[config.mk]
export PLATFORM = sky130hd
export DESIGN_NAME = i2c_master_byte_engine_flat
export DESIGN_NICKNAME = d
export VERILOG_FILES = /design/src/rtl/core/i2cmbe_pkg.sv /design/src/rtl/core/i2cmbe_cmd_if.sv /design/src/rtl/core/i2cmbe_res_if.sv /design/src/rtl/core/i2c_master_byte_engine.sv /design/src/flat_wrapper.sv
export SDC_FILE = /design/constraint.sdc
export NUM_CORES = 1
export LEC_CHECK = 0
export BUFFER_PORTS_ARGS = -buffer_cell sky130_fd_sc_hd__buf_2
export CELL_PAD_IN_SITES_DETAIL_PLACEMENT = 2
export CELL_PAD_IN_SITES_GLOBAL_PLACEMENT = 2
export CORE_UTILIZATION = 40
export CTS_CLUSTER_SIZE = 16
export DETAILED_ROUTE_END_ITERATION = 12
export PLACE_DENSITY = 0.95
export SETUP_SLACK_MARGIN = 0.5
export SLEW_MARGIN = 20
export SYNTH_ARGS = -nofsm -noshare
export SYNTH_HDL_FRONTEND = slang
export SYNTH_SLANG_ARGS = --single-unit
[constraint.sdc]
create_clock -name i_clk -period 7.1 [get_ports i_clk]
set_input_delay 0.71 -clock i_clk [delete_from_list [all_inputs] [get_ports i_clk]]
set_output_delay 0.71 -clock i_clk [all_outputs]
set_load 0.02 [all_outputs]
[src/rtl/core/i2cmbe_pkg.sv]
`default_nettype none

package i2cmbe_pkg;

    localparam int PHASE_W = 10;
    localparam int RETRY_W = 8;
    localparam int CFG_IDX_W = 1;
    localparam int CFG_DATA_W = 10;

    typedef logic [2:0] t_opcode;
    typedef logic [2:0] t_mode;
    typedef logic [7:0] t_byte;

    // Opcodes of the command field.
    localparam t_opcode OP_TICK  = 3'd0;
    localparam t_opcode OP_START = 3'd1;
    localparam t_opcode OP_STOP  = 3'd2;
    localparam t_opcode OP_WRITE = 3'd3;
    localparam t_opcode OP_READ  = 3'd4;
    localparam t_opcode OP_ADDR  = 3'd5;

    // Sequencer modes.
    localparam t_mode MODE_IDLE       = 3'd0;
    localparam t_mode MODE_START      = 3'd1;
    localparam t_mode MODE_STOP       = 3'd2;
    localparam t_mode MODE_WRITE      = 3'd3;
    localparam t_mode MODE_READ       = 3'd4;
    localparam t_mode MODE_ADDR_START = 3'd5;
    localparam t_mode MODE_ADDR_BYTE  = 3'd6;

    // Configuration register indexes and reset values.
    localparam logic [CFG_IDX_W-1:0] REG_PHASE_TICKS = 1'd0;
    localparam logic [CFG_IDX_W-1:0] REG_RETRY_LIMIT = 1'd1;
    localparam logic [PHASE_W-1:0] PHASE_RESET = 10'd4;
    localparam logic [RETRY_W-1:0] RETRY_RESET = 8'd10;

    localparam logic [3:0] ACK_BIT_IDX = 4'd8;
    localparam logic [3:0] TAIL_BIT_IDX = 4'd9;

endpackage

`default_nettype wire

[src/rtl/core/i2cmbe_cmd_if.sv]
`default_nettype none

interface i2cmbe_cmd_if;
    import i2cmbe_pkg::*;

    logic    valid;
    logic    ready;
    t_opcode opcode;
    t_byte   data_byte;
    logic    send_nack;
    logic    sda_in;

    modport source (output valid, opcode, data_byte, send_nack, sda_in, input ready);
    modport sink (input valid, opcode, data_byte, send_nack, sda_in, output ready);
endinterface

`default_nettype wire

[src/rtl/core/i2cmbe_res_if.sv]
`default_nettype none

interface i2cmbe_res_if;
    import i2cmbe_pkg::*;

    logic  valid;
    logic  ready;
    logic  scl_level;
    logic  sda_pull_low;
    logic  busy_res;
    logic  done_res;
    logic  nack_seen;
    t_byte read_byte;
    logic  rejected;

    modport source (output valid, scl_level, sda_pull_low, busy_res, done_res, nack_seen,
                    read_byte, rejected, input ready);
    modport sink (input valid, scl_level, sda_pull_low, busy_res, done_res, nack_seen,
                  read_byte, rejected, output ready);
endinterface

`default_nettype wire

[src/rtl/core/i2c_master_byte_engine.sv]
`default_nettype none

// Channel    Direction  Contents
// i_cmd      in         opcode, data_byte, send_nack, sda_in (one item per tick)
// o_res      out        pin levels, busy, done, ack, read byte, rejected
// i_cfg_*    in         write port: phase_ticks (0), retry_limit (1)
//
// One item is accepted per cycle while the result is not stalled; each produces one result
// (input register, then the sequencer step into the result register).
// The sequencer state advances only when an item moves into the result register.
// A stalled result holds the sequencer and, once the input register is full, i_cmd.
// Reset is synchronous and active low; no clearing pass is needed.
module i2c_master_byte_engine (
    input  wire logic                              i_clk,
    input  wire logic                              i_rst_n,
    i2cmbe_cmd_if.sink                             i_cmd,
    i2cmbe_res_if.source                           o_res,
    input  wire logic                              i_cfg_we,
    input  wire logic [i2cmbe_pkg::CFG_IDX_W-1:0]  i_cfg_idx,
    input  wire logic [i2cmbe_pkg::CFG_DATA_W-1:0] i_cfg_data
);
    import i2cmbe_pkg::*;

    logic [PHASE_W-1:0] r_phase_ticks;
    logic [RETRY_W-1:0] r_retry_limit;

    // Input register.
    logic    r_in_valid;
    t_opcode r_in_op;
    t_byte   r_in_data;
    logic    r_in_nack;
    logic    r_in_sda;

    // Sequencer state.
    t_mode              r_mode,    n_mode;
    logic [2:0]         r_sub,     n_sub;
    logic [PHASE_W-1:0] r_tick,    n_tick;
    logic [3:0]         r_bit,     n_bit;
    t_byte              r_shift,   n_shift;
    logic [RETRY_W-1:0] r_tries,   n_tries;
    logic               r_ack,     n_ack;
    logic               r_scl,     n_scl;
    logic               r_sda,     n_sda;
    logic               r_pnack,   n_pnack;
    t_byte              r_rx,      n_rx;
    logic               n_rej,     n_done;

    // Result register.
    logic  r_out_valid;
    logic  r_res_scl, r_res_sda, r_res_busy, r_res_done, r_res_ack, r_res_rej;
    t_byte r_res_rx;

    logic               step;
    logic [PHASE_W-1:0] plen;
    logic [PHASE_W:0]   tick_sum;

    assign step = r_in_valid && (!r_out_valid || o_res.ready);
    assign i_cmd.ready = !r_in_valid || step;
    assign plen = (r_phase_ticks == '0) ? PHASE_W'(1) : r_phase_ticks;

    always_comb begin
        n_mode  = r_mode;
        n_sub   = r_sub;
        n_tick  = r_tick;
        n_bit   = r_bit;
        n_shift = r_shift;
        n_tries = r_tries;
        n_ack   = r_ack;
        n_scl   = r_scl;
        n_sda   = r_sda;
        n_pnack = r_pnack;
        n_rx    = r_rx;
        n_rej   = 1'b0;
        n_done  = 1'b0;
        tick_sum = '0;

        if (r_in_op inside {[OP_START:OP_ADDR]}) begin
            if (r_mode != MODE_IDLE) begin
                n_rej = 1'b1;
            end else begin
                n_sub  = '0;
                n_bit  = '0;
                n_tick = '0;
                case (r_in_op)
                    OP_START: n_mode = MODE_START;
                    OP_STOP:  n_mode = MODE_STOP;
                    OP_WRITE: begin
                        n_mode  = MODE_WRITE;
                        n_shift = r_in_data;
                    end
                    OP_READ: begin
                        n_mode  = MODE_READ;
                        n_shift = '0;
                        n_pnack = r_in_nack;
                    end
                    default: begin
                        n_mode  = MODE_ADDR_START;
                        n_shift = r_in_data;
                        n_tries = r_retry_limit;
                    end
                endcase
            end
        end

        if (n_mode != MODE_IDLE) begin
            // Pin levels for the current phase.
            case (n_mode)
                MODE_START, MODE_ADDR_START: begin
                    n_scl = (n_sub < 3'd2);
                    n_sda = (n_sub >= 3'd1);
                end
                MODE_STOP: begin
                    n_scl = (n_sub >= 3'd1);
                    n_sda = (n_sub < 3'd2);
                end
                default: begin
                    if (n_bit >= TAIL_BIT_IDX) begin
                        n_scl = 1'b0;
                        n_sda = 1'b0;
                    end else begin
                        n_scl = n_sub[0];
                        if (n_mode == MODE_READ) begin
                            n_sda = (n_bit == ACK_BIT_IDX) ? !n_pnack : 1'b0;
                        end else if (n_bit < ACK_BIT_IDX) begin
                            n_sda = !n_shift[~n_bit[2:0]];
                        end else begin
                            n_sda = 1'b0;
                        end
                    end
                end
            endcase

            tick_sum = {1'b0, n_tick} + (PHASE_W+1)'(1);
            if (tick_sum >= {1'b0, plen}) begin
                n_tick = '0;
                // End of the phase.
                if (n_mode == MODE_START || n_mode == MODE_STOP ||
                    n_mode == MODE_ADDR_START) begin
                    if (n_sub < 3'd2) begin
                        n_sub = n_sub + 3'd1;
                    end else if (n_mode == MODE_ADDR_START) begin
                        n_mode = MODE_ADDR_BYTE;
                        n_sub  = '0;
                        n_bit  = '0;
                    end else begin
                        n_mode = MODE_IDLE;
                        n_done = 1'b1;
                    end
                end else if (n_bit >= TAIL_BIT_IDX) begin
                    if (n_mode == MODE_ADDR_BYTE && n_ack && n_tries > RETRY_W'(1)) begin
                        // Slave did not acknowledge: send start and address again.
                        n_tries = n_tries - RETRY_W'(1);
                        n_mode  = MODE_ADDR_START;
                    end else begin
                        if (n_mode == MODE_READ) begin
                            n_rx = n_shift;
                        end
                        n_mode = MODE_IDLE;
                        n_done = 1'b1;
                    end
                    n_sub = '0;
                    n_bit = '0;
                end else if (n_sub == 3'd0) begin
                    n_sub = 3'd1;
                end else begin
                    // Sample on the last tick of SCL high.
                    if (n_mode == MODE_READ) begin
                        if (n_bit < ACK_BIT_IDX) begin
                            n_shift = {n_shift[6:0], r_in_sda};
                        end
                    end else if (n_bit == ACK_BIT_IDX) begin
                        n_ack = r_in_sda;
                    end
                    n_sub = '0;
                    n_bit = n_bit + 4'd1;
                end
            end else begin
                n_tick = tick_sum[PHASE_W-1:0];
            end
        end
    end

    always_ff @(posedge i_clk) begin
        if (!i_rst_n) begin
            r_phase_ticks <= PHASE_RESET;
            r_retry_limit <= RETRY_RESET;
        end else if (i_cfg_we) begin
            case (i_cfg_idx)
                REG_PHASE_TICKS: r_phase_ticks <= i_cfg_data[PHASE_W-1:0];
                REG_RETRY_LIMIT: r_retry_limit <= i_cfg_data[RETRY_W-1:0];
                default: ;
            endcase
        end
    end

    always_ff @(posedge i_clk) begin
        if (!i_rst_n) begin
            r_in_valid <= 1'b0;
        end else if (i_cmd.ready) begin
            r_in_valid <= i_cmd.valid;
        end
        if (i_cmd.ready && i_cmd.valid) begin
            r_in_op   <= i_cmd.opcode;
            r_in_data <= i_cmd.data_byte;
            r_in_nack <= i_cmd.send_nack;
            r_in_sda  <= i_cmd.sda_in;
        end
    end

    always_ff @(posedge i_clk) begin
        if (!i_rst_n) begin
            r_mode  <= MODE_IDLE;
            r_sub   <= '0;
            r_tick  <= '0;
            r_bit   <= '0;
            r_shift <= '0;
            r_tries <= '0;
            r_ack   <= 1'b0;
            r_scl   <= 1'b1;
            r_sda   <= 1'b0;
            r_pnack <= 1'b0;
            r_rx    <= '0;
        end else if (step) begin
            r_mode  <= n_mode;
            r_sub   <= n_sub;
            r_tick  <= n_tick;
            r_bit   <= n_bit;
            r_shift <= n_shift;
            r_tries <= n_tries;
            r_ack   <= n_ack;
            r_scl   <= n_scl;
            r_sda   <= n_sda;
            r_pnack <= n_pnack;
            r_rx    <= n_rx;
        end
    end

    always_ff @(posedge i_clk) begin
        if (!i_rst_n) begin
            r_out_valid <= 1'b0;
        end else if (!r_out_valid || o_res.ready) begin
            r_out_valid <= r_in_valid;
        end
        if (step) begin
            r_res_scl  <= n_scl;
            r_res_sda  <= n_sda;
            r_res_busy <= (n_mode != MODE_IDLE);
            r_res_done <= n_done;
            r_res_ack  <= n_ack;
            r_res_rx   <= n_rx;
            r_res_rej  <= n_rej;
        end
    end

    assign o_res.valid        = r_out_valid;
    assign o_res.scl_level    = r_res_scl;
    assign o_res.sda_pull_low = r_res_sda;
    assign o_res.busy_res     = r_res_busy;
    assign o_res.done_res     = r_res_done;
    assign o_res.nack_seen    = r_res_ack;
    assign o_res.read_byte    = r_res_rx;
    assign o_res.rejected     = r_res_rej;

`ifndef ASSERT_OFF
    a_done_not_busy: assert property (@(posedge i_clk) disable iff (!i_rst_n)
        r_out_valid |-> !(r_res_done && r_res_busy))
        else $error("done and busy reported together");

    a_idle_tick_clear: assert property (@(posedge i_clk) disable iff (!i_rst_n)
        (r_mode == MODE_IDLE) |-> (r_tick == '0))
        else $error("tick counter left running while idle");

    a_sub_range: assert property (@(posedge i_clk) disable iff (!i_rst_n)
        (r_sub < 3'd3) && (r_bit <= TAIL_BIT_IDX))
        else $error("phase or bit counter out of range");

    a_reject_busy: assert property (@(posedge i_clk) disable iff (!i_rst_n)
        (r_out_valid && r_res_rej) |-> (r_res_busy || r_res_done))
        else $error("command rejected while sequencer was idle");

    a_tick_below_len: assert property (@(posedge i_clk) disable iff (!i_rst_n)
        step |=> (r_tick < plen))
        else $error("tick counter reached the phase length");
`endif

endmodule

`default_nettype wire

[src/flat_wrapper.sv]
// flat-port wrapper written by rule: the top's interface ports become plain ports
module i2c_master_byte_engine_flat import i2cmbe_pkg::*;
  (i_clk, i_rst_n, i_cfg_we, i_cfg_idx, i_cfg_data, i_cmd_valid, i_cmd_opcode, i_cmd_data_byte, i_cmd_send_nack, i_cmd_sda_in, i_cmd_ready, o_res_valid, o_res_scl_level, o_res_sda_pull_low, o_res_busy_res, o_res_done_res, o_res_nack_seen, o_res_read_byte, o_res_rejected, o_res_ready);
  i2cmbe_cmd_if i_cmd_i ();
  i2cmbe_res_if o_res_i ();
  input  wire logic i_clk;
  input  wire logic i_rst_n;
  input  wire logic i_cfg_we;
  input  wire logic [i2cmbe_pkg::CFG_IDX_W-1:0] i_cfg_idx;
  input  wire logic [i2cmbe_pkg::CFG_DATA_W-1:0] i_cfg_data;
  input wire logic [$bits(i_cmd_i.valid)-1:0] i_cmd_valid;
  input wire logic [$bits(i_cmd_i.opcode)-1:0] i_cmd_opcode;
  input wire logic [$bits(i_cmd_i.data_byte)-1:0] i_cmd_data_byte;
  input wire logic [$bits(i_cmd_i.send_nack)-1:0] i_cmd_send_nack;
  input wire logic [$bits(i_cmd_i.sda_in)-1:0] i_cmd_sda_in;
  output wire logic [$bits(i_cmd_i.ready)-1:0] i_cmd_ready;
  output wire logic [$bits(o_res_i.valid)-1:0] o_res_valid;
  output wire logic [$bits(o_res_i.scl_level)-1:0] o_res_scl_level;
  output wire logic [$bits(o_res_i.sda_pull_low)-1:0] o_res_sda_pull_low;
  output wire logic [$bits(o_res_i.busy_res)-1:0] o_res_busy_res;
  output wire logic [$bits(o_res_i.done_res)-1:0] o_res_done_res;
  output wire logic [$bits(o_res_i.nack_seen)-1:0] o_res_nack_seen;
  output wire logic [$bits(o_res_i.read_byte)-1:0] o_res_read_byte;
  output wire logic [$bits(o_res_i.rejected)-1:0] o_res_rejected;
  input wire logic [$bits(o_res_i.ready)-1:0] o_res_ready;
  assign i_cmd_i.valid = i_cmd_valid;
  assign i_cmd_i.opcode = i_cmd_opcode;
  assign i_cmd_i.data_byte = i_cmd_data_byte;
  assign i_cmd_i.send_nack = i_cmd_send_nack;
  assign i_cmd_i.sda_in = i_cmd_sda_in;
  assign i_cmd_ready = i_cmd_i.ready;
  assign o_res_valid = o_res_i.valid;
  assign o_res_scl_level = o_res_i.scl_level;
  assign o_res_sda_pull_low = o_res_i.sda_pull_low;
  assign o_res_busy_res = o_res_i.busy_res;
  assign o_res_done_res = o_res_i.done_res;
  assign o_res_nack_seen = o_res_i.nack_seen;
  assign o_res_read_byte = o_res_i.read_byte;
  assign o_res_rejected = o_res_i.rejected;
  assign o_res_i.ready = o_res_ready;
  i2c_master_byte_engine u_core (.i_clk(i_clk), .i_rst_n(i_rst_n), .i_cmd(i_cmd_i), .o_res(o_res_i), .i_cfg_we(i_cfg_we), .i_cfg_idx(i_cfg_idx), .i_cfg_data(i_cfg_data));
endmodule
Word level (Yosys, flattened, before mapping)
Index checks and enable logic that the tools add are counted.

word-level totals
  bits in registers = 95
  input port bits = 29
  output and inout bits = 16
  logic and storage cells = 159

operators by class
  $add $sub $neg = 4
  magnitude comparators = 9
  eq/ne operators = 10
  multiplexer cells = 84
  bitwise operators = 2
  reduce and logical (&&, ||, !) cells = 24

operator list
  cell                                                                                 number
  8-bit two-way mux                                                                    23
  3-bit two-way mux                                                                    17
  10-bit two-way mux                                                                   5
  4-bit two-way mux                                                                    9
  1-bit two-way mux                                                                    25
  8-bit one-hot mux with 2 select lines                                                1
  3-bit == test, second input constant                                                 4
  3-bit one-hot mux with 4 select lines                                                1
  10-bit by 1-bit adder with 11-bit output, second input constant                      1
  11-bit by 10-bit greater-or-equal comparator with 1-bit output                       1
  10-bit logical NOT                                                                   1
  3-bit by 2-bit == test with 1-bit output, second input constant                      3
  3-bit nonzero test                                                                   3
  8-bit by 1-bit greater-than comparator with 1-bit output, second input constant      1
  8-bit by 1-bit subtractor with 8-bit output, second input constant                   1
  3-bit by 1-bit == test with 1-bit output, second input constant                      2
  3-bit by 1-bit greater-or-equal comparator with 1-bit output, second input constant  2
  2-bit AND reduction                                                                  3
  1-bit logical AND                                                                    5
  4-bit by 1-bit adder with 4-bit output, second input constant                        1
  4-bit == test, second input constant                                                 1
  4-bit greater-or-equal comparator, second input constant                             1
  1-bit logical NOT                                                                    4
  1-bit logical OR                                                                     4
  other kinds (12)                                                                     14

Depth between registers and ports, before layout
  word-level depth = 13
  depth in mapped cells = 21
  depth with buffers taken out = 17

Worst setup path after synthesis
No wires, ideal clock.

  path type = flip-flop to flip-flop
  from = register u_core.r_in_op[1]
  to = register u_core.r_res_ack (netlist: u_core.o_res.nack_seen), data pin
  library setup time = 0.262 ns
  arrival time = 4.104 ns
  required time = 6.838 ns
  path slack = 2.733 ns
  stages on the path, launching flop included = 21
  buffers on the path = 3
  clock period less this slack = 4.367 ns
  cell sequence = edfxtp_1 > buf_2 > or3_1 > nand3_2 > clkbuf_1 > and2_1 > ha_1 > nand3_1 > nor2_1 > nand4_1 > xor2_1 > nor2_1 > ha_1 > a21o_1 > a21oi_1 > o31ai_1 > or2_0 > clkbuf_1 > a22oi_2 > nor2_1 > mux2_1

on the way
  word-level cells in the longest chain between the ends = 11
  elaborated cells on any way between the ends = 32
  classes of those cells = add/sub (1); order compare (4); eq/ne (9); mux (13); reduce/logical (5)

RTL lines
  element                                                                                            RTL line                       source
  from (decl)                                                                                        i2c_master_byte_engine.sv:29   t_opcode r_in_op;
  from (signal assigned)                                                                             i2c_master_byte_engine.sv:203  r_in_op <= i_cmd.opcode;
  parallel branches: the longest is 10 deep, another holds 10-bit by 1-bit adder with 11-bit output  --
  1-bit two-way mux (*)                                                                              i2c_master_byte_engine.sv:105  if (n_mode != MODE_IDLE) begin
  net u_core.n_ack                                                                                   i2c_master_byte_engine.sv:41   logic r_ack, n_ack;
  to (signal assigned)                                                                               i2c_master_byte_engine.sv:249  r_res_ack <= n_ack;
  to (decl)                                                                                          i2c_master_byte_engine.sv:50   logic r_res_scl, r_res_sda, r_res_busy, r_res_done, r_res_ack, r_res_rej;

Mark *: on every way through the listed nets, which the timed path passes.
A chain may end at the register's enable or synchronous reset.

Worst setup path in the final report
  from = register u_core.r_mode[1]
  to = register u_core.r_res_busy (netlist: u_core.o_res.busy_res), data pin

on the way
  word-level cells in the longest chain between the ends = 12
  elaborated cells on any way between the ends = 33
  classes of those cells = add/sub (1); order compare (4); eq/ne (4); mux (17); reduce/logical (7)

RTL lines
  element                                                                                            RTL line                       source
  from (decl)                                                                                        i2c_master_byte_engine.sv:35   t_mode r_mode, n_mode;
  from (signal assigned)                                                                             i2c_master_byte_engine.sv:224  r_mode <= n_mode;
  parallel branches: the longest is 10 deep, another holds 10-bit by 1-bit adder with 11-bit output  --
  3-bit two-way mux (*)                                                                              i2c_master_byte_engine.sv:105
  3-bit nonzero test (*)                                                                             i2c_master_byte_engine.sv:247  r_res_busy <= (n_mode != MODE_IDLE);
  to (signal assigned)                                                                               i2c_master_byte_engine.sv:247
  to (decl)                                                                                          i2c_master_byte_engine.sv:50

Every way passes the cells marked *.

==> metrics.cfg <==
[status]
status = completed

[sta]
report.final.slew_viol_count = 0
finalCritPeriodShare_pct = 82.3
fin_worst_skew_ns = 0.0100
period_minus_slack_ns = 5.85
hold_slack_ns = 0.459
relSlewSlack_pct = 33.7
tightestPinTransition_ns = 0.994
maxClockFrequency_mhz = 171
setup_viol = 0
rsz0062_at_grt = false
hold_viol = 0
tns_ns = 0

[pwr]
p_leak_nw = 2.19
total_power_mw = 1.28
peakVddDrop_mv = 0.115
p_per_area_nw_per_um2 = 215

[synthesis]
ys_types = 82
yosysSeqAreaShare_pct = 40.5
syn_inst = 619
synth_area_per_cell_um2 = 8.67
ys_seq_elements = 95
synth_edf_count = 27
ys_top_cells_by_count = nand2_1 (90), dfxtp_1 (68), a21oi_1 (44), nor2_1 (41), nand3_1 (38)
synthDominantCellAreaShare_pct = 25.4
ys.flop_type = dfxtp_1
synth_area_um2 = 5370
yosysTopAreaCell = dfxtp_1
synthMostInstantiatedCell = nand2_1
synthArstFlopShare_pct = 0
ys_warn_count = 0
synth_area_leaders = dfxtp_1 (25%), edfxtp_1 (15%), nand2_1 (6.3%), ha_1 (4.4%), a21oi_1 (4.1%)
synthesis.nets = 667

[cts]
cts_buffers = 9
cts-resized-gates = 0
htreeDepth = 3
clk_path_buf_depth = 2
tritoncts = built
clock_latency_ns = 0.37
clock_tree.root_cell = clkbuf_16
path_clk_slew_ns = 0.08
cts.sinks = 95
ctsHoldBuffers = 0
post_cts_buffers = 0

[critical_path]
cp.arrival_ns = 5.91
path_max_fanout = 17
crit_family = simple AND/OR/NAND/NOR gates
reg2reg_from = u_core.r_mode[1]$_SDFFE_PN0P_
crit_path_max_incr_delay_ns = 0.84
r2r_setup_slack_ns = 1.25
reg2reg_depth = 17
worst-path-buf-inv = 0
critPathKind = flip-flop to flip-flop
crit_path_start = u_core.r_mode[1]$_SDFFE_PN0P_
worstSetupStartpointType = flip-flop
timing.critical_path.mode_cell = nor2_1
crit_chain = nor3_2 > nand3_2 > and2_1 > ha_1 > nand3_1 > nor2_1 > nand4_1 > xor2_1 > nor2_1 > ha_1 > a21o_1 > a21oi_1 > o31ai_1 > or2_0 > nor2_1 > o221a_2 > nand4_1
worst_ep_required_time_ns = 7.17
crit_path_end_kind = flip-flop
cpMaxStageDelayCell = nor3_2
reg2reg_to = u_core.o_res.busy_res$_DFFE_PP_

[grt]
grt_max_degree = 45
grt_usage_pct = 31.2
grt-ovfl-total = 0
first_global_vias = 5645
antenna_found_initial = 0
grt_pass1_wl_um = 33400

[final_layout]
antennaDiodeCount = 0
fillers = 1418
synthToLayoutAreaGrowth_pct = 10.9
multi_input_area_um2 = 2940
finish.utilization_pct = 46.4
drive_above_1_share_pct = 15.1
regArea_um2 = 2170
nNetsFinal = 690

[drt]
num_vias = 5239
antenna_left = 0
drt_iter0_drc = 313
avgViaCountPerCell = 6.40
post_drt_wl_per_cell_um = 25.6
wl_um = 21000
drc = 0
dr.pass1.iters = 5

[die]
io_pins = 45
rows = 41
die_x_um = 118
core_area_um2 = 12800
dieHeight_um = 118
die_area_um2 = 13900
floorplan.initialDensity_pct = 41.8

[min_path]
holdPathEnd = u_core.r_tick[4]$_SDFFE_PN0P_
hold_path_class = flip-flop to flip-flop
holdPathStages = 2
min-delay-start = u_core.r_tick[4]$_SDFFE_PN0P_

[flow_run]
cap_violations = 0

[placement]
gp_congestion = 0.848
dp_hpwl_um = 14400
port-buffer-count = 44

registers in the layout, summed over array words and instances, names as in the netlist, 3 cells and up:
| name | cells |
|---|---|
| u_core.r_sub | 3 |
| u_core.r_tick | 10 |
| u_core.o_res.read_byte | 8 |
| u_core.r_tries | 8 |
| u_core.r_mode | 3 |
| u_core.r_retry_limit | 8 |
| u_core.r_rx | 8 |
| u_core.r_shift | 8 |
| u_core.r_in_op | 3 |
| u_core.r_phase_ticks | 10 |
| u_core.r_in_data | 8 |
| u_core.r_bit | 4 |
layer usage:
layer  vias up  global-route usage, %  routed length, um
met5         -                      0                  0
met4         0                   15.2                765
met3        59                   4.55                805
met2       172                   53.8              10600
met1      2695                   38.0               8760
li1       2313                      -                  -
report_power, final:
part / leakage [nW] / switching, mW / total, mW / internal, mW
Sequential: 0.805 / 0.0219 / 0.600 / 0.578
Combinational: 1.26 / 0.140 / 0.198 / 0.0589
Clock: 0.130 / 0.241 / 0.483 / 0.242
worst min-delay path, stage by stage (launching register included):
cell	delay [ns]
dfxtp_1	0.31
nand2_1	0.05
a21oi_1	0.05
through the flow:
stage	setup slack [ns]	instance area (um^2)	cells
floorplan	2.73	5370	619
global placement	2.10	5670	803
detailed placement	1.61	5670	803
CTS	1.34	5950	819
global route	0.950	5950	819
finish	1.25	5950	819
cells by family after synthesis:
kind of cell | share of synthesized area [%]
AO/OA/AOI/OAI | 21.8
AND/OR/NAND/NOR | 23.4
adder cells (fa/ha/maj) | 4.43
multiplexers | 3.59
XOR/XNOR | 1.63
buffers and inverters | 4.66
flip-flops | 40.5
placed cells by master (no fill, tap or decap), types with 8 or more instances in the layout:
master and instances:
a31oi_1 8, ha_1 19, a22o_1 10, o21ai_0 25
a22oi_1 9, dfxtp_1 68, a211oi_1 8, a21oi_1 44
nand2_1 90, mux2i_1 8, nand4_1 12, edfxtp_1 27
and2_1 10, nor3_1 13, nand3_1 38, buf_2 44
mux2_2 8, inv_1 21, clkbuf_16 9, nor2_1 41
cell type report:
class	count	area share, %
Clock buffer	9	3.78
Timing Repair Buffer	49	4.33
Tap cell	172	3.62
Clock inverter	7	0.946
Multi-Input combinational cell	465	49.4
Inverter	22	1.39
Sequential cell	95	36.5
worst max path at each step:
stage	to	slack, ns	cells after the start
floorplan	u_core.o_res.nack_seen$_DFFE_PP_	2.73	20
global placement	u_core.o_res.busy_res$_DFFE_PP_	2.10	17
detailed placement	u_core.o_res.busy_res$_DFFE_PP_	1.61	17
CTS	u_core.o_res.busy_res$_DFFE_PP_	1.34	17
global route	u_core.o_res.busy_res$_DFFE_PP_	0.95	17
finish	u_core.o_res.busy_res$_DFFE_PP_	1.25	17
Note: power is estimated with default switching activity, not from simulation.
